==> config.mk <==
export PLATFORM = sky130hd
export DESIGN_NAME = cri_pipe_ctrl
export DESIGN_NICKNAME = d
export VERILOG_FILES = /design/src/hdl/cri_pkg.sv /design/src/hdl/cri_pipe_ctrl.sv
export SDC_FILE = /design/constraint.sdc
export NUM_CORES = 1
export LEC_CHECK = 0
export ABC_AREA = 0
export ABC_CLOCK_PERIOD_IN_PS = 1030
export BUFFER_PORTS_ARGS = -buffer_cell sky130_fd_sc_hd__buf_2
export CAP_MARGIN = 25
export CORE_AREA = 4 4 41 43
export CTS_CLUSTER_SIZE = 30
export DETAILED_ROUTE_END_ITERATION = 7
export DIE_AREA = 0 0 45 47
export PLACE_DENSITY = 0.38
export SLEW_MARGIN = 25
export SYNTH_ARGS = -nofsm -noshare
export SYNTH_HDL_FRONTEND = slang
export SYNTH_SLANG_ARGS = --single-unit
==> constraint.sdc <==
create_clock -name clk -period 1.03 [get_ports clk]
set_input_delay 0.0515 -clock clk [delete_from_list [all_inputs] [get_ports clk]]
set_output_delay 0.0515 -clock clk [all_outputs]
set_load 0.05 [all_outputs]
==> src/hdl/cri_pkg.sv <==
// shared constants and control types for the cubic rgba interpolator
`timescale 1ns / 1ps
package cri_pkg;

  // default number of fraction bits on the position input
  localparam int FRAC_BITS_DEF = 16;

  // register stages from input to output register
  localparam int NUM_STAGES = 6;

  // packed pixel layout
  localparam int PIX_LANES = 4;
  localparam int LANE_W    = 8;
  localparam int PIX_W     = PIX_LANES * LANE_W;

  // largest lane value after clamping
  localparam int BYTE_MAX = 255;

  // pipeline control toward the datapath and the ports
  typedef struct packed {
    logic [NUM_STAGES-1:0] load;
    logic                  in_ready;
    logic                  out_valid;
  } cri_ctrl_t;

endpackage

==> src/hdl/cri_pipe_ctrl.sv <==
// valid bits and per-stage load enables with bubble collapse
`timescale 1ns / 1ps
module cri_pipe_ctrl (
  input  logic               clk,
  input  logic               rst,
  input  logic               in_valid,
  input  logic               out_ready,
  output cri_pkg::cri_ctrl_t ctrl
);

  logic [cri_pkg::NUM_STAGES-1:0] stage_valid;
  logic [cri_pkg::NUM_STAGES-1:0] stage_ready;

  // a stage may load when it is empty or its content moves on
  always_comb begin
    stage_ready[cri_pkg::NUM_STAGES-1] = !stage_valid[cri_pkg::NUM_STAGES-1] || out_ready;
    for (int k = cri_pkg::NUM_STAGES - 2; k >= 0; k--) begin
      stage_ready[k] = !stage_valid[k] || stage_ready[k+1];
    end
  end

  always_ff @(posedge clk) begin
    if (rst) begin
      stage_valid <= '0;
    end else begin
      if (stage_ready[0]) begin
        stage_valid[0] <= in_valid;
      end
      for (int k = 1; k < cri_pkg::NUM_STAGES; k++) begin
        if (stage_ready[k]) begin
          stage_valid[k] <= stage_valid[k-1];
        end
      end
    end
  end

  always_comb begin
    ctrl.load      = stage_ready;
    ctrl.in_ready  = stage_ready[0];
    ctrl.out_valid = stage_valid[cri_pkg::NUM_STAGES-1];
  end

endmodule

======== After elaboration in Yosys (flattened, before gate mapping) ========
Cells that the tools add are included.
storage, ports and cells
  register bits ........................... 6
  latch bits .............................. 0
  memory bits (writable) .................. 0
  ROM bits ................................ 0
  word-level logic and storage cells ...... 18
  memories ................................ 0
cells by class
  add/subtract/negate cells ............... 0
  multipliers ............................. 0
  div/mod/pow operators ................... 0
  magnitude comparators ................... 0
  equal/unequal tests ..................... 0
  shifts and indexed selects .............. 0
  multiplexer cells ....................... 0
  bitwise operators ....................... 0
  reduce and logical (&&, ||, !) cells .... 12
operators with widths
  cell               number
  1-bit logical NOT  6
  1-bit logical OR   6

======== Logic depth before layout (Yosys ltp) ========
Gate-level depths: netlist of run 1.
  depth after elaboration ................. 7
  gate-level depth with buffers ........... 4
  depth with buffers taken out ............ 3

======== Least setup slack after synthesis of run 1 ========
No wires, ideal clock.
  kind .................................... flip-flop to flip-flop
  from .................................... register stage_valid[5] in the netlist's numbering
  to ...................................... register stage_valid[4] in the netlist's numbering
  data arrival time ....................... 1.343 ns
  required time ........................... 0.959 ns
  setup slack ............................. -0.384 ns
  stages on the path, launching flop included .. 4
  buffers on the path ..................... 0
  period minus slack after synthesis ...... 1.414 ns
  path through ............................ dfxtp_1 > nand2b_1 > or2_2 > a21oi_1
RTL lines
  item                              RTL line             RTL
  start: declaration                cri_pipe_ctrl.sv:11  logic [cri_pkg::NUM_STAGES-1:0] stage_valid;
  start signal: indexed assignment  cri_pipe_ctrl.sv:31  stage_valid[k] <= stage_valid[k-1];

==> out/metrics.yaml, run 1 <==
outcome: "complete, but fails checks"
violations: "setup timing"
die-area_mm2: 0.00212
cts_buffer_depth: 2
wire_per_inst_um: 9.98
die_w_um: 45
finalHoldViolCount: 0
via_per_inst: 4.03
clk-insertion-delay-late_ns: 0.24
initial_core_util_pct: 18.6
ir_worst_vdd_mv: 0.539
finalSetupTns_ns: -1.28
reg_top3: "stage_valid: 6 flops"
syn-mean-instance-area_um2: 8.62
gp_congestion: 0.672
rsz0062_at_grt: "yes"
powerDensity_mw_per_mm2: 1040
htreeDepth: 1
critical_path_class: "reg -> out"
p_sw_uw: 98.1
maxCapViolations: 0
post-route-period-util_pct: 122
cts.sinks: 6
synth_cell_types: 11
largest_register_ffs: 6
final-max-slew-violation-count: 0
yosys_warnings: 0
grt_use_total_pct: 6.80
hp-class: "in -> reg"
final_cell_mix: "buf_6, inv_1, dfxtp_1"
grt_pass1_wl_um: 931
max_slew_margin_pct: 80.1
cp.required_ns: 0.98
die_y_um: 47
clk_pin_slew_ns: 0.05
cts-root-buf: "clkbuf_4"
cp-start-kind: "register"
syn_nets: 32
area_growth_pct: 92.2
cts_tree: "built"
power_uw: 481
nNetsFinal: 50
synth_cells: 28
setup_viol: 9
max_freq_mhz: 797
core_region_area_mm2: 0.00130
hpwl_um: 410
drt_first_pass_iters: 2
layout_min_cycle_time_ns: 1.25
final_antenna_net_count: 0
rows: 13
drive_above_1_share_pct: 63.6
dpl_cell_area_um2: 328
pwr-share-clk_pct: 43.6
worst_pin_slew_ns: 0.298
holdWs_ns: 0.0508
grt_max_degree: 7
yosysSeqAreaShare_pct: 49.7
fin_area_um2: 464
end_kind: "output pin"
ys_seq_elements: 6
io_pins: 12
swShare_pct: 20.4
overflow: 0
seq_power_share_pct: 51.4
wirelength_um: 589
antenna_found_initial: 0
top_register: "stage_valid"
nFillCells: 150
worst_ep_arrival_time_ns: 1.20
drc: 0
skew_ns: 0.00553
setup_ws_ns: -0.225
vias: 238
crit_fanout: 6
grt_pass1_vias: 245
io_buffers: 11
synth_area_um2: 241
final_util_pct: 35.7
cts_buffers: 3
final_common_cell: "buf_6"
fin_cells: 59
drt_iter0_markers: 1
dp.cells: 52
preCtsSetupSlack_ns: -0.116
power.internal_uw: 383
antennaDiodeCount: 0
combPwrFrac_pct: 5.0
power.leakage_nw: 0.198
worst paths after layout:
check                              startpoint                     endpoint  slack [ns]  cells after the start
setup / recovery  stage_valid[5]$_SDFFE_PP0P_                      ctrl[2]       -0.22                      3
hold / removal                       in_valid  stage_valid[0]$_SDFFE_PP0P_        0.05                      3
setup reg to reg  stage_valid[5]$_SDFFE_PP0P_  stage_valid[0]$_SDFFE_PP0P_       -0.19                      5
hold reg to reg   stage_valid[3]$_SDFFE_PP0P_  stage_valid[4]$_SDFFE_PP0P_        0.45                      2
layout make-up:
| class | count | area, um2 | area share [%] |
|---|---|---|---|
| Clock buffer | 3 | 22.5 | 4.85 |
| Inverter | 5 | 18.8 | 4.04 |
| Multi-Input combinational cell | 14 | 125 | 27.0 |
| Sequential cell | 6 | 121 | 26.1 |
| Tap cell | 15 | 18.8 | 4.04 |
| Timing Repair Buffer | 16 | 158 | 34.0 |
worst max-delay path, cell delays in order (launching register included):
cell and delay, ns:
dfxtp_2 0.32, and4b_4 0.32, nand4_4 0.13, buf_6 0.19
metal layers:
metal | track usage (%) | share of wire [%]
met2 | 9.89 | 51
met4 | 7.02 | 0
met1 | 6.85 | 42
met5 | 0 | 0
met3 | 3.45 | 7.1
synth_stat cells (all sizes together):
master / number / share of area (%)
or2: 1 / 2.6
nand4: 1 / 5.2
nand3: 1 / 2.1
and4b: 1 / 4.1
nand2b: 1 / 2.6
nand2: 1 / 1.6
nor2: 3 / 4.7
buf: 3 / 9.3
dfxtp: 6 / 50
a21oi: 5 / 10
inv: 5 / 7.8
what timing repair did:
item,CTS,global route
gates resized for setup,25,3
pin swaps,3,2
setup endpoints to repair,9,11
buffers inserted,4,2
hold buffers,0,0
power by group through the flow:
stage,Combinational (mW),Clock [mW],Sequential (mW)
detailed placement,0.0196,0,0.251
CTS,0.0245,0.223,0.247
floorplan,0.00960,0,0.250
global route,0.0270,0.234,0.248
finish,0.0240,0.210,0.247
global placement,0.0197,0,0.251
logic make-up (layout without fill, tap and decap cells):
logic type / count (synthesis) / count (layout) / share of synthesized area, %
and+or+nand+nor: 9 / 9 / 22.8
buffers and inverters: 8 / 24 / 17.1
AOI/OAI and AO/OA: 5 / 5 / 10.4
DFF: 6 / 6 / 49.7
Note: power is estimated with default switching activity, not from simulation.
==> inputs of run 2 (changes only) <==
==> constraint.sdc (replaced) <==
create_clock -name clk -period 1.03 [get_ports clk]
set_input_delay 0.103 -clock clk [delete_from_list [all_inputs] [get_ports clk]]
set_output_delay 0.103 -clock clk [all_outputs]
set_load 0.05 [all_outputs]
==> run 2 against run 1 <==
  * Design area down 4.3%
  * The run still ends with setup timing left
  * Non-clock buffer count unchanged
  * Largest cell class unchanged
  * Utilization is 1.5 points lower
  * Maximum frequency fell by 4.2%
  * Via count is 3.4% lower
  * Count of clock-buffer cells in the layout stayed put
  * First-iteration DRC count fell by 100%
  * Die area stayed put
  * Routed wire length grew 4.2%
  * Worst setup slack got worse by 0.055 ns
  * Sequential power barely moved
==> out/metrics.yaml, run 2 (synthesis gave the netlist of run 1 again) <==
max_freq_mhz: 763
reg_top3: "stage_valid: 6 flops"
grt_use_total_pct: 6.66
holdBufCountCts: 0
drive_above_1_share_pct: 59.1
cp.required_ns: 0.93
final_common_cell: "buf_6"
grt_pass1_vias: 246
preCtsSetupSlack_ns: -0.108
power_uw: 487
crit_fanout: 6
end_kind: "output pin"
cp-start-kind: "register"
nFillCells: 137
largest_register_ffs: 6
nNetsFinal: 50
layout_min_cycle_time_ns: 1.31
skew_ns: 0.00246
fin_area_um2: 444
grt_pass1_wl_um: 959
cts_buffer_depth: 2
grt_max_degree: 7
maxCapViolations: 0
setup_viol: 8
vias: 230
die-area_mm2: 0.00212
power.leakage_nw: 0.198
finalHoldViolCount: 0
cp_top_family: "simple AND/OR/NAND/NOR gates"
clk-insertion-delay-late_ns: 0.24
top_register: "stage_valid"
io_buffers: 11
post-route-period-util_pct: 127
initial_core_util_pct: 18.6
hp-class: "in -> reg"
drt_iter0_markers: 0
antennaDiodeCount: 0
critical_path_class: "reg -> out"
drt_first_pass_iters: 1
drc: 0
core_region_area_mm2: 0.00130
cp.buffers_inverters: 1
cts.sinks: 6
rsz0062_at_grt: "yes"
final_cell_mix: "buf_6, inv_1, dfxtp_1"
worst_ep_arrival_time_ns: 1.21
wire_per_inst_um: 10.4
worst_pin_slew_ns: 0.224
cp_slowest_stage_delay_ns: 0.33
gp_congestion: 0.643
cts-root-buf: "clkbuf_4"
overflow: 0
htreeDepth: 1
violations: "setup timing"
die_w_um: 45
dpl_cell_area_um2: 328
outcome: "complete, but fails checks"
slowest_stage: "dfxtp_1"
clk_pin_slew_ns: 0.05
final_antenna_net_count: 0
setup_ws_ns: -0.280
io_pins: 12
cts_tree: "built"
cts_buffers: 3
hpwl_um: 434
max_slew_margin_pct: 85.0
via_per_inst: 3.90
crit_chain: "and4b_2 -> nand4_4 -> buf_6"
final-max-slew-violation-count: 0
powerDensity_mw_per_mm2: 1100
die_y_um: 47
ir_worst_vdd_mv: 0.459
antenna_found_initial: 0
wirelength_um: 614
rows: 13
area_growth_pct: 83.9
-- run 2: worst register-to-register path, delay by kind of cell, from the launching register on --
| family | cells | cell delay, ns |
|---|---|---|
| AOI/OAI and AO/OA | 1 | 0.16 |
| and+or+nand+nor | 2 | 0.45 |
| DFF | 1 | 0.33 |
-- run 2: stage by stage --
stage / utilization, % / hold WS, ns / instances / TNS (ns)
after global placement: 25.2 / 0.345 / 53 / -0.284
after floorplan: - / 0.165 / 28 / -0.570
after global routing: 34.1 / 0.103 / 59 / -2.24
after CTS: 31.3 / 0.0943 / 56 / -1.47
final: 34.1 / 0.107 / 59 / -1.77
after detailed placement: 25.2 / 0.351 / 53 / -0.376
-- run 2: area by class of cell --
cell class                      count  area [um2]  area share, %
Sequential cell                     6         121           27.3
Timing Repair Buffer               16         154           34.6
Inverter                            5        18.8           4.23
Multi-Input combinational cell     14         109           24.5
Tap cell                           15        18.8           4.23
Clock buffer                        3        22.5           5.07
-- run 2: where the power goes --
part           internal [mW]  leakage, nW  switching [mW]
Clock                  0.132       0.0138          0.0841
Sequential             0.239       0.0494         0.00674
Combinational         0.0131        0.135          0.0127
Total                  0.384        0.198           0.104
-- run 2: routing by layer --
metal  vias to the layer above  global-route usage [%]  wire length, um
met5                         -                       0                0
met4                         0                    1.75                7
met3                         2                    5.75               49
met2                        10                    9.89              289
met1                        96                    7.11              268
li1                        122                       -                -
-- run 2: final timing paths --
path	from	end	slack (ns)	cells past startpoint
max	stage_valid[4]$_SDFFE_PP0P_	ctrl[2]	-0.28	3
min	rst	stage_valid[1]$_SDFFE_PP0P_	0.11	2
max reg2reg	stage_valid[4]$_SDFFE_PP0P_	stage_valid[0]$_SDFFE_PP0P_	0.02	3
min reg2reg	stage_valid[3]$_SDFFE_PP0P_	stage_valid[4]$_SDFFE_PP0P_	0.45	2
-- run 2: timing repair --
item / in CTS / in global routing
pin swaps: 1 / 0
endpoints found under the hold margin: 0 / 0
resized for setup: 18 / 4
setup endpoints to repair: 9 / 9
buffers inserted: 0 / 3
gates cloned: 0 / 0
