==> src/hdl/cri_pkg.sv <==
// shared constants and control types for the cubic rgba interpolator
`timescale 1ns / 1ps
package cri_pkg;

  // default number of fraction bits on the position input
  localparam int FRAC_BITS_DEF = 16;

  // register stages from input to output register
  localparam int NUM_STAGES = 6;

  // packed pixel layout
  localparam int PIX_LANES = 4;
  localparam int LANE_W    = 8;
  localparam int PIX_W     = PIX_LANES * LANE_W;

  // largest lane value after clamping
  localparam int BYTE_MAX = 255;

  // pipeline control toward the datapath and the ports
  typedef struct packed {
    logic [NUM_STAGES-1:0] load;
    logic                  in_ready;
    logic                  out_valid;
  } cri_ctrl_t;

endpackage

==> src/hdl/cri_lane.sv <==
// one byte lane: catmull-rom kernel in exact fixed point, six register stages
`timescale 1ns / 1ps
module cri_lane #(
  parameter int FRAC_BITS = cri_pkg::FRAC_BITS_DEF
) (
  input  logic                             clk,
  input  logic [cri_pkg::NUM_STAGES-1:0]   load,
  input  logic [3:0][FRAC_BITS:0]          frac,
  input  logic [cri_pkg::LANE_W-1:0]       c0,
  input  logic [cri_pkg::LANE_W-1:0]       c1,
  input  logic [cri_pkg::LANE_W-1:0]       c2,
  input  logic [cri_pkg::LANE_W-1:0]       c3,
  output logic [cri_pkg::LANE_W-1:0]       lane_out
);

  localparam int LW  = cri_pkg::LANE_W;
  localparam int HW  = FRAC_BITS + 13;       // a2*t + b2, scaled by 2^f
  localparam int PHW = FRAC_BITS + 14;       // 13-bit signed chunk times position
  localparam int PLW = 2 * FRAC_BITS + 1;    // f-bit chunk times position
  localparam int EW  = 2 * FRAC_BITS + 13;   // horner value scaled by 2^2f
  localparam int SW  = 3 * FRAC_BITS + 14;   // full numerator scaled by 2^3f
  localparam int RW  = SW - 3 * FRAC_BITS - 1;
  localparam logic signed [RW-1:0] R_MAX = RW'(cri_pkg::BYTE_MAX);

  // stage 0: doubled kernel coefficients
  logic signed [10:0] a2, a2_next;
  logic signed [11:0] b2, b2_next;
  logic signed [9:0]  cc2_s0, cc2_next;
  logic [LW:0]        k2_s0;

  // stage 1..5
  logic signed [HW-1:0]  h1, h1_next;
  logic signed [9:0]     cc2_s1, cc2_s2;
  logic [LW:0]           k2_s1, k2_s2, k2_s3, k2_s4;
  logic signed [PHW-1:0] phi, phi_next;
  logic [PLW-1:0]        plo, plo_next;
  logic signed [EW-1:0]  e2, e2_next;
  logic signed [PHW-1:0] qh, qh_next;
  logic [PLW-1:0]        qm, qm_next, ql, ql_next;
  logic signed [SW-1:0]  num;
  logic signed [RW-1:0]  res;
  logic [LW-1:0]         lane_next;

  logic signed [12:0]        hh;
  logic [FRAC_BITS-1:0]      hl;
  logic signed [12:0]        eh;
  logic [FRAC_BITS-1:0]      em, el;

  always_comb begin
    a2_next  = -$signed({3'b0, c0}) + 11'sd3 * $signed({3'b0, c1})
             - 11'sd3 * $signed({3'b0, c2}) + $signed({3'b0, c3});
    b2_next  = 12'sd2 * $signed({4'b0, c0}) - 12'sd5 * $signed({4'b0, c1})
             + 12'sd4 * $signed({4'b0, c2}) - $signed({4'b0, c3});
    cc2_next = $signed({2'b0, c2}) - $signed({2'b0, c0});
  end

  // h1 = a2*f + b2*2^f
  always_comb begin
    h1_next = HW'(a2) * HW'($signed({1'b0, frac[0]})) + (HW'(b2) <<< FRAC_BITS);
  end

  // split h1 so each product stays narrow
  always_comb begin
    hh       = h1[HW-1:FRAC_BITS];
    hl       = h1[FRAC_BITS-1:0];
    phi_next = PHW'(hh) * PHW'($signed({1'b0, frac[1]}));
    plo_next = PLW'(hl) * PLW'(frac[1]);
  end

  // e2 = h1*f + cc2*2^2f
  always_comb begin
    e2_next = (EW'(phi) <<< FRAC_BITS) + EW'($signed({1'b0, plo}))
            + (EW'(cc2_s2) <<< (2 * FRAC_BITS));
  end

  always_comb begin
    eh      = e2[EW-1:2*FRAC_BITS];
    em      = e2[2*FRAC_BITS-1:FRAC_BITS];
    el      = e2[FRAC_BITS-1:0];
    qh_next = PHW'(eh) * PHW'($signed({1'b0, frac[3]}));
    qm_next = PLW'(em) * PLW'(frac[3]);
    ql_next = PLW'(el) * PLW'(frac[3]);
  end

  // num = e2*f + (2*c1 + 1)*2^3f, lane value is floor(num / 2^(3f+1))
  always_comb begin
    num = (SW'(qh) <<< (2 * FRAC_BITS))
        + (SW'($signed({1'b0, qm})) <<< FRAC_BITS)
        + SW'($signed({1'b0, ql}))
        + (SW'($signed({1'b0, k2_s4})) <<< (3 * FRAC_BITS));
    res = num[SW-1:3*FRAC_BITS+1];
    if (res < 0) begin
      lane_next = '0;
    end else if (res > R_MAX) begin
      lane_next = LW'(cri_pkg::BYTE_MAX);
    end else begin
      lane_next = res[LW-1:0];
    end
  end

  always_ff @(posedge clk) begin
    if (load[0]) begin
      a2     <= a2_next;
      b2     <= b2_next;
      cc2_s0 <= cc2_next;
      k2_s0  <= {c1, 1'b1};
    end
    if (load[1]) begin
      h1     <= h1_next;
      cc2_s1 <= cc2_s0;
      k2_s1  <= k2_s0;
    end
    if (load[2]) begin
      phi    <= phi_next;
      plo    <= plo_next;
      cc2_s2 <= cc2_s1;
      k2_s2  <= k2_s1;
    end
    if (load[3]) begin
      e2    <= e2_next;
      k2_s3 <= k2_s2;
    end
    if (load[4]) begin
      qh    <= qh_next;
      qm    <= qm_next;
      ql    <= ql_next;
      k2_s4 <= k2_s3;
    end
    if (load[5]) begin
      lane_out <= lane_next;
    end
  end

endmodule

==> config.mk <==
export PLATFORM = sky130hd
export DESIGN_NAME = cri_lane
export DESIGN_NICKNAME = d
export VERILOG_FILES = /design/src/hdl/cri_pkg.sv /design/src/hdl/cri_lane.sv
export SDC_FILE = /design/constraint.sdc
export NUM_CORES = 2
export LEC_CHECK = 0
export BUFFER_PORTS_ARGS = -buffer_cell sky130_fd_sc_hd__buf_2
export CAP_MARGIN = 10
export CORE_MARGIN = 5
export CORE_UTILIZATION = 55
export DETAILED_ROUTE_END_ITERATION = 7
export PLACE_DENSITY = 0.71
export SLEW_MARGIN = 25
export SYNTH_ARGS = -nofsm -noshare
export SYNTH_HDL_FRONTEND = slang
export SYNTH_SLANG_ARGS = --single-unit
==> constraint.sdc <==
create_clock -name clk -period 8.55 [get_ports clk]
set_input_delay 0.4275 -clock clk [delete_from_list [all_inputs] [get_ports clk]]
set_output_delay 0.4275 -clock clk [all_outputs]
set_load 0.02 [all_outputs]
After elaboration in Yosys (flattened, before gate mapping). Index checks and enable logic that the tools add are counted.

Flip-flop bits (word level): 333. Input bits: 107. Output and inout bits: 8. Word-level logic and storage cells: 44.

Add/subtract/negate cells: 14. $mul: 9. Magnitude comparators: 2. Multiplexer cells: 1.

Operators with widths (count): 16-bit by 17-bit multiplier with 33-bit output (3); 62-bit by 34-bit adder with 62-bit output (1); 62-bit by 50-bit adder with 62-bit output (1); 62-bit by 58-bit adder with 62-bit output (1); 45-bit by 34-bit adder with 45-bit output (1); 45-bit by 42-bit adder with 45-bit output (1); 13-bit by 18-bit multiplier with 30-bit output (1); 29-bit by 28-bit adder with 29-bit output (1); 11-bit by 18-bit multiplier with 29-bit output (1); 13-bit by 18-bit multiplier with 29-bit output (1); 2-bit by 8-bit multiplier with 10-bit output (first input constant) (2); 13-bit by 9-bit > comparator with 1-bit output (second input constant) (1); 13-bit by 1-bit less-than comparator with 1-bit output (second input constant) (1); 12-bit by 11-bit adder with 12-bit output (1); 12-bit by 9-bit subtractor with 12-bit output (1); 9-bit by 11-bit subtractor with 12-bit output (1); 11-bit adder (1); 11-bit by 9-bit adder with 11-bit output (1); 3-bit by 8-bit multiplier with 11-bit output (first input constant) (1); 8-bit negator with 11-bit output (1); 11-bit subtractor (1); 8-bit by 8-bit subtractor with 9-bit output (1); 8-bit 2-to-1 mux (1).

Longest topological paths before layout.
Depth after elaboration: 5. Mapped depth: 26. Depth with buffers taken out: 24.

Worst setup path after synthesis. No wires, ideal clock.

Path kind: input -> register. From: input port frac[63] in the netlist's numbering. To: register ql[32] (data pin). Library setup time: 0.260 ns. Arrival time: 6.319 ns. Data required time: 8.290 ns. Slack: 1.971 ns. Cell stages on the path: 23. Path buffers: 2. Cells stage by stage: clkbuf_1 -> clkbuf_1 -> nand2_1 -> fa_1 -> fa_1 -> fa_1 -> inv_1 -> fa_1 -> fa_1 -> inv_1 -> fa_1 -> inv_1 -> ha_1 -> a2111oi_0 -> o21ai_0 -> a21o_1 -> a41oi_2 -> o211a_1 -> o31a_1 -> o21ai_1 -> o41ai_1 -> o21ba_2 -> xnor2_1.

Word-level cells in the longest chain between the ends: 1.

Ends and longest elaborated chain: start, declared (RTL line cri_lane.sv:8) `input logic [3:0][FRAC_BITS:0] frac,`; 16-bit by 17-bit multiplier with 33-bit output (RTL line cri_lane.sv:82) `ql_next = PLW'(el) * PLW'(frac[3]);`; net ql_next[32] (RTL line cri_lane.sv:39) `logic [PLW-1:0] qm, qm_next, ql, ql_next;`; end signal, assigned (RTL line cri_lane.sv:126) `ql <= ql_next;`; end, declared (RTL line cri_lane.sv:39).

The timed path passes the listed nets, and every way through them passes these cells. A chain may end at the register's enable or synchronous reset.

Final worst setup path.
From: register e2[2]. To: register ql[32] (data pin).

Word-level cells in the longest chain between the ends: 1.

Ends and longest elaborated chain: start, declared (RTL line cri_lane.sv:37) `logic signed [EW-1:0] e2, e2_next;`; start signal, assigned (RTL line cri_lane.sv:120) `e2 <= e2_next;`; 16-bit by 17-bit multiplier with 33-bit output (RTL line cri_lane.sv:82); net ql_next[32] (RTL line cri_lane.sv:39).

The timed path passes the listed nets, and every way through them passes these cells.

==> results.yml <==
layout:
  post-route-util_pct: 58.0
  area_delta_synth_final_pct: 4.83
  drive_above_1_share_pct: 3.44
  fin_cells: 7833
  num-nets-final: 8334
synthesis:
  synth_top_area_cell: "fa_1"
  synth_area_in_compound_gates_pct: 5.15
  post-synth-top-area-fraction_pct: 36.7
  synth_async_sr_flop_share_pct: 0
  synthesis.area_per_instance_um2: 9.75
  largest_family_of_logic_cells_by_synthesized_area: "adder cells"
  seq_area_frac_synth_pct: 15.1
  synthesis.yosys.warnings: 0
  synth_cell_types: 75
  synthCells: 6386
  post_synth_fa_ha_maj_area_fraction_pct: 52.4
  synth_area_leaders: "fa_1, ha_1, edfxtp_1"
  synth.cell_area_um2: 62300
  simple_gate_fraction_of_synth_area_pct: 14.6
  number_of_synthesized_flops_with_an_enable_pin: 314
  most_frequently_used_flop_master_after_synthesis: "edfxtp_1"
  synth_seq_cells: 314
  synth_fp_nets: 8416
  post_synthesis_share_of_cell_area_spent_on_xor_and_xnor_gates_pct: 3.04
  synth_mux_area_share_pct: 0
placed_design:
  portBuffers: 97
  gp_congestion: 0.873
  dpl.cell_count: 7762
  dpl.hpwl_um: 108000
timing:
  maxClockFrequency_mhz: 132
  slew_viol_final: 0
  hold_viol: 0
  finalSetupViolCount: 0
  max_slew_margin_vs_limit_pct: 38.3
  worst_case_hold_slack_ns: 0.149
  setup_repair_after_global_routing_missed_its_margin: "no"
  worst_clock_skew_ns: 0.0243
  timing.setup.tns_ns: 0
  period_needed_ns: 7.57
  worstMarginPinSlew_ns: 0.925
  layout_worst_path_cycle_share_pct: 88.5
clocking:
  cts-root-to-sink-buffers: 3
  postCtsHoldBufs: 0
  post_cts_resized: 0
  worst_setup_hold_path_clk_slew_ns: 0.06
  clkSinkCount: 314
  clk-insertion-delay-late_ns: 0.59
  clock-root-buffer: "clkbuf_16"
  cts_htree_levels: 2
  cts_inserted_buffers: 40
  tritoncts: "yes"
  postCtsSetupBuffers: 0
grt:
  track_usage_pct: 23.2
  grt_first_pass_wirelength_um: 228000
  globalRoute.busiestLayer: "met2"
  global_route.usage.met3_pct: 3.74
  grt_util_met2_pct: 39.0
  use_met1_pct: 31.6
  overflow: 0
  grt_antenna_before_repair: 3
  grt_start_max_net_pins: 61
  grt_pass1_vias: 45300
worst_setup_path:
  slowest_delay_ns: 0.84
  cp_cell_sequence: "nand2_1 > fa_1 > fa_1 > fa_1 > inv_1 > fa_1 > fa_1 > inv_1 > fa_1 > inv_1 > ha_1 > a2111oi_0 > o21ai_0 > a21o_1 > a41oi_2 > o211a_1 > o31a_1 > o21ai_1 > o41ai_1 > o21ba_2 > xnor2_1"
  crit_path_class: "flop to flop"
  req_time_crit_path_ns: 8.87
  crit_path_frequent_cell: "fa_1"
  crit_path_top_delay_cell: "edfxtp_1"
  reg2reg_depth: 21
  worstPathArrival_ns: 7.89
  startpoint_type: "flop"
  worst-path-max-fanout: 17
  worstSetupEndpointType: "flop"
detailed_routing:
  drt_pass1_iterations: 5
  routed_wire_length_per_instance_um: 17.3
  drt_wl_total_um: 136000
  dr.first_iter.drc_count: 2179
  routed_via_density: 5.38
  final_antenna_net_count: 0
  vias: 42100
  drc_errors_left: 0
die:
  die_width_um: 347
  floorplan.die_area_um2: 120000
  core_area_um2: 112000
  dieHeight_um: 347
  top_level_ports: 115
  placementRows: 123
  initial_utilization_pct: 55.4
status:
  outcome: "complete, no violations"
min_path:
  whs_path_depth: 1
  min-delay-path-class: "primary input to flop"
job:
  drv_cap: 0
==> layout by cell type, fill, tap and decap left out, drive strengths merged, types with 8 or more instances in the layout <==
cell        n
nand3      39
a21o       65
a31oi      10
inv      1360
nand2b     49
nand4      11
clkinv     12
or3        13
xnor2     161
nor2      134
ha        780
clkbuf     42
o21a       38
a211oi     10
buf       128
a2111oi     8
xor2       55
nand2     822
o21ai      90
nor3       32
o21bai     25
or2         9
nor2b      50
fa       1143
and2      638
a211o       8
a21oi     155
o211ai      9
edfxtp    314
and3       20
==> critical path: cells and delay by family, from the launching register on <==
kind	cells	cell delay (ns)
adder cells (fa/ha/maj)	7	3.33
AO/OA/AOI/OAI	9	2.73
flip-flops	1	0.84
AND/OR/NAND/NOR	1	0.18
buffers and inverters	3	0.14
XOR/XNOR	1	0.06
==> cells in the mapped netlist, types with 55 or more instances <==
master       n
edfxtp_1   314
ha_1       780
inv_1     1358
nor2_1     134
a21o_1      65
xor2_1      55
fa_1      1143
xnor2_1    161
and2_1     638
o21ai_0     83
a21oi_1    152
clkbuf_1   248
nand2_1    822
==> worst paths after layout <==
kind                           start            endpoint  slack [ns]
setup / recovery     e2[2]$_DFFE_PP_    ql[32]$_DFFE_PP_        0.98
hold / removal                 c1[0]  k2_s0[1]$_DFFE_PP_        0.15
setup reg to reg     e2[2]$_DFFE_PP_    ql[32]$_DFFE_PP_        0.98
hold reg to reg   k2_s3[4]$_DFFE_PP_  k2_s4[4]$_DFFE_PP_        0.41
==> state kept, by name, summed over array words and instances (netlist names), 9 cells and up <==
name    cells
e2         45
ql         17
plo        33
qm         33
phi        29
b2         12
a2         11
cc2_s2      9
qh         30
cc2_s1      9
cc2_s0      9
h1         29
==> kinds of logic (layout without fill, tap and decap cells) <==
group	count (synthesis)	after routing
adders and majority gates	1923	1923
and+or+nand+nor	1838	1838
buffers and inverters	1611	1556
AOI/OAI and AO/OA	484	484
DFF	314	314
xor gates and xnor gates	216	216
other	0	2
==> metrics by stage <==
stage	setup slack, ns	area, um2
global route	0.654	65300
global placement	1.19	63900
finish	0.981	65300
detailed placement	1.08	63900
floorplan	1.97	62300
CTS	1.02	65300
==> area by class of cell <==
| type | count | area [um2] |
|---|---|---|
| sequential | 314 | 9430 |
| timing repair buffer | 128 | 723 |
| clock buffer | 42 | 1010 |
| tap | 1500 | 1880 |
| fill | 9546 | 47200 |
| multi-input combinational | 4461 | 46800 |
| antenna | 2 | 5.00 |
| inverter | 1359 | 5100 |
| clock inverter | 27 | 343 |
==> per-layer routing <==
metal	vias up	part of all wire [%]
li1	19400	-
met1	21400	43
met2	1135	48
met3	213	6.4
met4	2	2.6
met5	-	0.0096
Power is left out: the tool's default activity adds up to more than one toggle a clock period on the data nets, which glitch-free logic cannot reach.
